$ cat src/hdl/isrt_pkg.sv
// Shared widths, types and cell control for the insertion sort engine.
`timescale 1ns / 1ps

package isrt_pkg;

    localparam int DEPTH      = 64;
    localparam int DATA_WIDTH = 32;
    localparam int CNT_W      = $clog2(DEPTH + 1);

    typedef logic signed [DATA_WIDTH-1:0] t_data;
    typedef logic [CNT_W-1:0]             t_count;

    typedef struct packed {
        logic  ins;
        logic  shl;
        t_data val;
    } t_cell_ctl;

endpackage

$ cat src/hdl/isrt_cell.sv
// One sorting cell: holds one entry, compares, shifts right on insert, left on drain.
`timescale 1ns / 1ps

module isrt_cell import isrt_pkg::*; (
    input  logic      i_clk,
    input  t_cell_ctl i_ctl,
    input  logic      i_occ,
    input  logic      i_tail,
    input  t_data     i_prev_val,
    input  logic      i_prev_gt,
    input  t_data     i_next_val,
    output t_data     o_val,
    output logic      o_gt
);

    t_data r_val;
    t_data n_val;

    assign o_gt  = i_occ && (r_val > i_ctl.val);
    assign o_val = r_val;

    always_comb begin
        n_val = r_val;
        if (i_ctl.ins) begin
            if (i_prev_gt) begin
                n_val = i_prev_val;
            end else if (o_gt || i_tail) begin
                n_val = i_ctl.val;
            end
        end else if (i_ctl.shl) begin
            n_val = i_next_val;
        end
    end

    always_ff @(posedge i_clk) begin
        r_val <= n_val;
    end

endmodule

$ cat config.mk
export PLATFORM = sky130hd
export DESIGN_NAME = isrt_cell
export DESIGN_NICKNAME = d
export VERILOG_FILES = /design/src/hdl/isrt_pkg.sv /design/src/hdl/isrt_cell.sv
export SDC_FILE = /design/constraint.sdc
export NUM_CORES = 1
export LEC_CHECK = 0
export BUFFER_PORTS_ARGS = -buffer_cell sky130_fd_sc_hd__clkbuf_2
export CAP_MARGIN = 20
export CORE_ASPECT_RATIO = 0.7
export CORE_MARGIN = 2
export CORE_UTILIZATION = 30
export CTS_BUF_LIST = sky130_fd_sc_hd__clkbuf_2
export DETAILED_ROUTE_END_ITERATION = 6
export GPL_TIMING_DRIVEN = 0
export SETUP_SLACK_MARGIN = 0.5
export SYNTH_ARGS = -nofsm -noshare
export SYNTH_HDL_FRONTEND = slang
export SYNTH_SLANG_ARGS = --single-unit
export TNS_END_PERCENT = 30
$ cat constraint.sdc
create_clock -name i_clk -period 4.7 [get_ports i_clk]
set_input_delay 0.94 -clock i_clk [delete_from_list [all_inputs] [get_ports i_clk]]
set_output_delay 0.94 -clock i_clk [all_outputs]
set_load 0.02 [all_outputs]
Yosys cells after proc, flatten, opt, wreduce, memory -nomap -nowiden
Index checks and enable logic that the tools add are counted.

cells by class
  div/mod/pow operators = 0
  bitwise logic cells = 0
  eq/ne operators = 1
  $lt $le $gt $ge = 1
  reduce and logical (&&, ||, !) cells = 4
  muxes and demuxes = 4
  multipliers = 0
  $add $sub $neg = 0
  shift operators = 0

operator list
  kind                                                    number
  2-to-1 mux 32 bit                                       4
  greater-than comparator 32 bit                          1
  inequality test 3 x 1 -> 1 bit (second input constant)  1
  AND reduction 2 bit                                     1
  nonzero test 2 bit                                      1
  logical AND 1 bit                                       1
  logical OR 1 bit                                        1

word-level totals
  word-level logic and storage cells = 11
  memories = 0
  bits in writable memories = 0
  input port bits = 102
  bits in latches = 0
  ROM bits = 0
  output and inout port bits = 33
  flip-flop bits (word level) = 32

Longest topological paths before layout
  word-level depth = 6
  depth in mapped cells = 8
  depth with buffers taken out = 8

Least setup slack after synthesis
No wires, ideal clock.

  kind = input to register
  from = input i_ctl[14] (netlist bit)
  to = register r_val[0] (netlist: o_val[0]) (enable)
  setup time = 0.441 ns
  data arrival time = 4.272 ns
  slack = -0.012 ns
  buffers on the path = 0
  cell stages on the path = 8
  cell sequence = inv_1 -> ha_1 -> a21oi_2 -> nand2_1 -> a221o_1 -> o31a_1 -> or3_1 -> a31oi_1

on the way
  cells in the longest elaborated chain, start to end = 5

RTL lines
  element                                   RTL line         RTL
  start, declared                           isrt_cell.sv:6   input t_cell_ctl i_ctl,
  greater-than comparator 32 bit            isrt_cell.sv:19  assign o_gt = i_occ && (r_val > i_ctl.val);
  logical AND 1 bit                         isrt_cell.sv:19
  logical OR 1 bit                          isrt_cell.sv:27  end else if (o_gt || i_tail) begin
  inequality test 3 x 1 -> 1 bit (no line)  --
  AND reduction 2 bit (no line)             --
  end signal, assigned                      isrt_cell.sv:36  r_val <= n_val;
  end, declared                             isrt_cell.sv:16  t_data r_val;

No other way between the ends.
A chain may end at the register's enable or synchronous reset.

Worst setup path after layout
  from = input i_ctl[14] (netlist bit)
  to = output o_gt

on the way
  cells in the longest elaborated chain, start to end = 2

RTL lines
  element                         RTL line         RTL
  greater-than comparator 32 bit  isrt_cell.sv:19
  logical AND 1 bit               isrt_cell.sv:19
  end, declared                   isrt_cell.sv:13  output logic o_gt

No other way between the ends.

==> impl_metrics.toml <==
[place]
post_dp_cell_area_mm2 = 0.003279
port_buffers = 132
place_ws_ns = 0.7562
gp_congestion = 0.7336
dp_hpwl_um = 5867

[clock_network]
postCtsSetupBuffers = 0
cts_tree = "done"
clk_pin_slew_ns = 0.19
cts_buffers = 5
clock_sinks = 32
root_buffer = "clkbuf_2"
clock_latency_ns = 0.36
cts_resized = 0
htreeDepth = 2
postCtsHoldBufs = 0
clk_path_buf_depth = 2

[hold_path]
holdCritPathClass = "in2reg"
min-delay-start = "i_next_val[0]"
whs_path_depth = 3
worstHoldEndpoint = "o_val[0]$_DFFE_PP_"

[cells_and_area]
drive_gt1_share_pct = 35.82
final_common_cell = "clkbuf_2"
fin_area_mm2 = 0.003318
area_growth_syn_to_layout_pct = 35.44
final_util_pct = 41.98
largest_reg_flops = 32
final_nets = 535
n_antenna_cell = 0
mostFrequentLayoutCells = "clkbuf_2, a21oi_1, nor2_1"

[yosys]
synth_area_mm2 = 0.002450
syn_nets = 395
yosysTopAreaCell = "edfxtp_1"
yosys.area.top_type_share_pct = 39.22
yosysWarnings = 0
ys_ff_latch = 32
synth_cell_types = 27
syn_inst = 261
synthTopCellsByArea = "edfxtp_1, ha_1, mux2i_1"
syn_avg_cell_area_um2 = 9.386
synth_seq_area_share_pct = 39.22

[floorplan]
die_area_mm2 = 0.008917
core_area_mm2 = 0.007905
die_y_um = 79.61
rows = 27
die_w_um = 112.0
initial_core_util_pct = 30.99
io_pins = 135

[grt]
first_global_vias = 2327
grt-ovfl-total = 0
grt_usage_pct = 16.30
antenna_found_initial = 0
grt_first_pass_wirelength_um = 11500
grt_max_degree = 22

[power]
leakage_nw = 1.738
pwr_density_cell_mw_per_mm2 = 236.8
design_power_total_w = 0.0007857
peakVddDrop_mv = 0.1077

[sta]
max_freq_mhz = 253.7
skew_ns = 0.02628
drv_slew = 0
tns_ns = 0
rsz0062_at_grt = "false"
fin_ws_ns = 0.7588
fin_crit_ns = 3.941
setup_violations = 0
finalHoldViolations = 0
post-route-period-util_pct = 83.86
maxSlewHeadroom_pct = 47.33
tightestPinTransition_ns = 0.7900

[critical_path]
rr_endpoint = "o_val[16]$_DFFE_PP_"
ff2ff_path_depth = 8
criticalPathCategory = "in2out"
crit_arrival_ns = 3.00
r2r_setup_slack_ns = 1.55
endpoint_kind = "output port"
startpoint = "i_ctl[14]"
path_max_fanout = 3
critPathRequiredTime_ns = 3.76
cp-start-kind = "input pin"
r2r_start = "o_val[13]$_DFFE_PP_"

[detailed_routing]
totalWireLength_um = 7131
avgViaCountPerCell = 4.624
drc = 0
ant_nets = 0
drtIter0Drc = 80
firstDrtPassIters = 4
vias = 2326
wl_per_cell_um = 14.18

[run_status]
status = "complete, no violations"

[job]
drv_cap = 0
worst max-delay path, stage by stage:
cell and delay, ns:
clkbuf_2 0.09, inv_1 0.04, ha_1 0.33, nand4_1 0.18
nor2_1 0.09, a221o_1 0.32, o31a_1 0.32, or3_1 0.41
nand2_1 0.10, clkbuf_2 0.17
cell usage after synthesis (all sizes together):
master / count
a21oi: 46
nor2: 37
inv: 34
edfxtp: 32
ha: 32
mux2i: 32
nand4: 8
clkbuf: 7
nand2: 7
buf: 4
nand3: 4
o21ai: 3
a31oi: 2
o211ai: 2
a2111oi: 1
a21o: 1
a221o: 1
a2bb2oi: 1
nand3b: 1
nor2b: 1
nor3b: 1
nor4: 1
o21a: 1
o31a: 1
or3: 1
metrics by stage:
stage / std cells / hold slack, ns
after floorplan: 261 / 1.166
after global placement: 494 / 1.260
after detailed placement: 495 / 1.217
after CTS: 503 / 0.8434
after global routing: 503 / 0.8427
final: 503 / 0.8804
logic make-up (layout without fill, tap and decap cells):
family | count (synthesis) | in the layout | synth area share, %
DFF | 32 | 32 | 39.22
and+or+nand+nor | 61 | 61 | 10.98
AOI/OAI and AO/OA | 59 | 59 | 13.38
muxes | 32 | 32 | 13.07
buffers and inverters | 45 | 186 | 6.997
adders and majority gates | 32 | 32 | 16.34
layout make-up:
| class | count | area, um2 |
|---|---|---|
| timing repair buffer | 133 | 688.2 |
| buffer | 11 | 43.79 |
| sequential | 32 | 960.9 |
| clock buffer | 7 | 35.03 |
| tap | 101 | 126.4 |
| inverter | 34 | 127.6 |
| fill | 813 | 4587 |
| multi-input combinational | 184 | 1333 |
| clock inverter | 1 | 3.754 |
where the power goes:
group / internal, W / leakage (nW) / switching [W]
clock network: 0.0000400 / 0.0306 / 0.000100
registers: 0.000351 / 0.316 / 0.0000169
logic: 0.000118 / 1.39 / 0.000159
how the worst max path moves through the flow:
stage | to | slack [ns] | depth (start not counted)
floorplan | o_val[0]$_DFFE_PP_ | 0.75 | 8
global placement | o_val[1]$_DFFE_PP_ | -0.13 | 9
detailed placement | o_gt | 0.76 | 10
CTS | o_gt | 0.75 | 10
global route | o_gt | 0.68 | 10
finish | o_gt | 0.76 | 10
metal layers:
| layer | GRT usage [%] | part of all wire (%) | routed length [um] | vias up |
|---|---|---|---|---|
| met5 | 0 | 0 | 0 | - |
| met4 | 2.561 | 0.34 | 24 | 0 |
| met3 | 3.797 | 5.3 | 379 | 2 |
| met2 | 26.36 | 43 | 3092 | 66 |
| met1 | 22.78 | 51 | 3634 | 1045 |
| li1 | - | - | - | 1213 |
(Power assumes the default switching activity.)
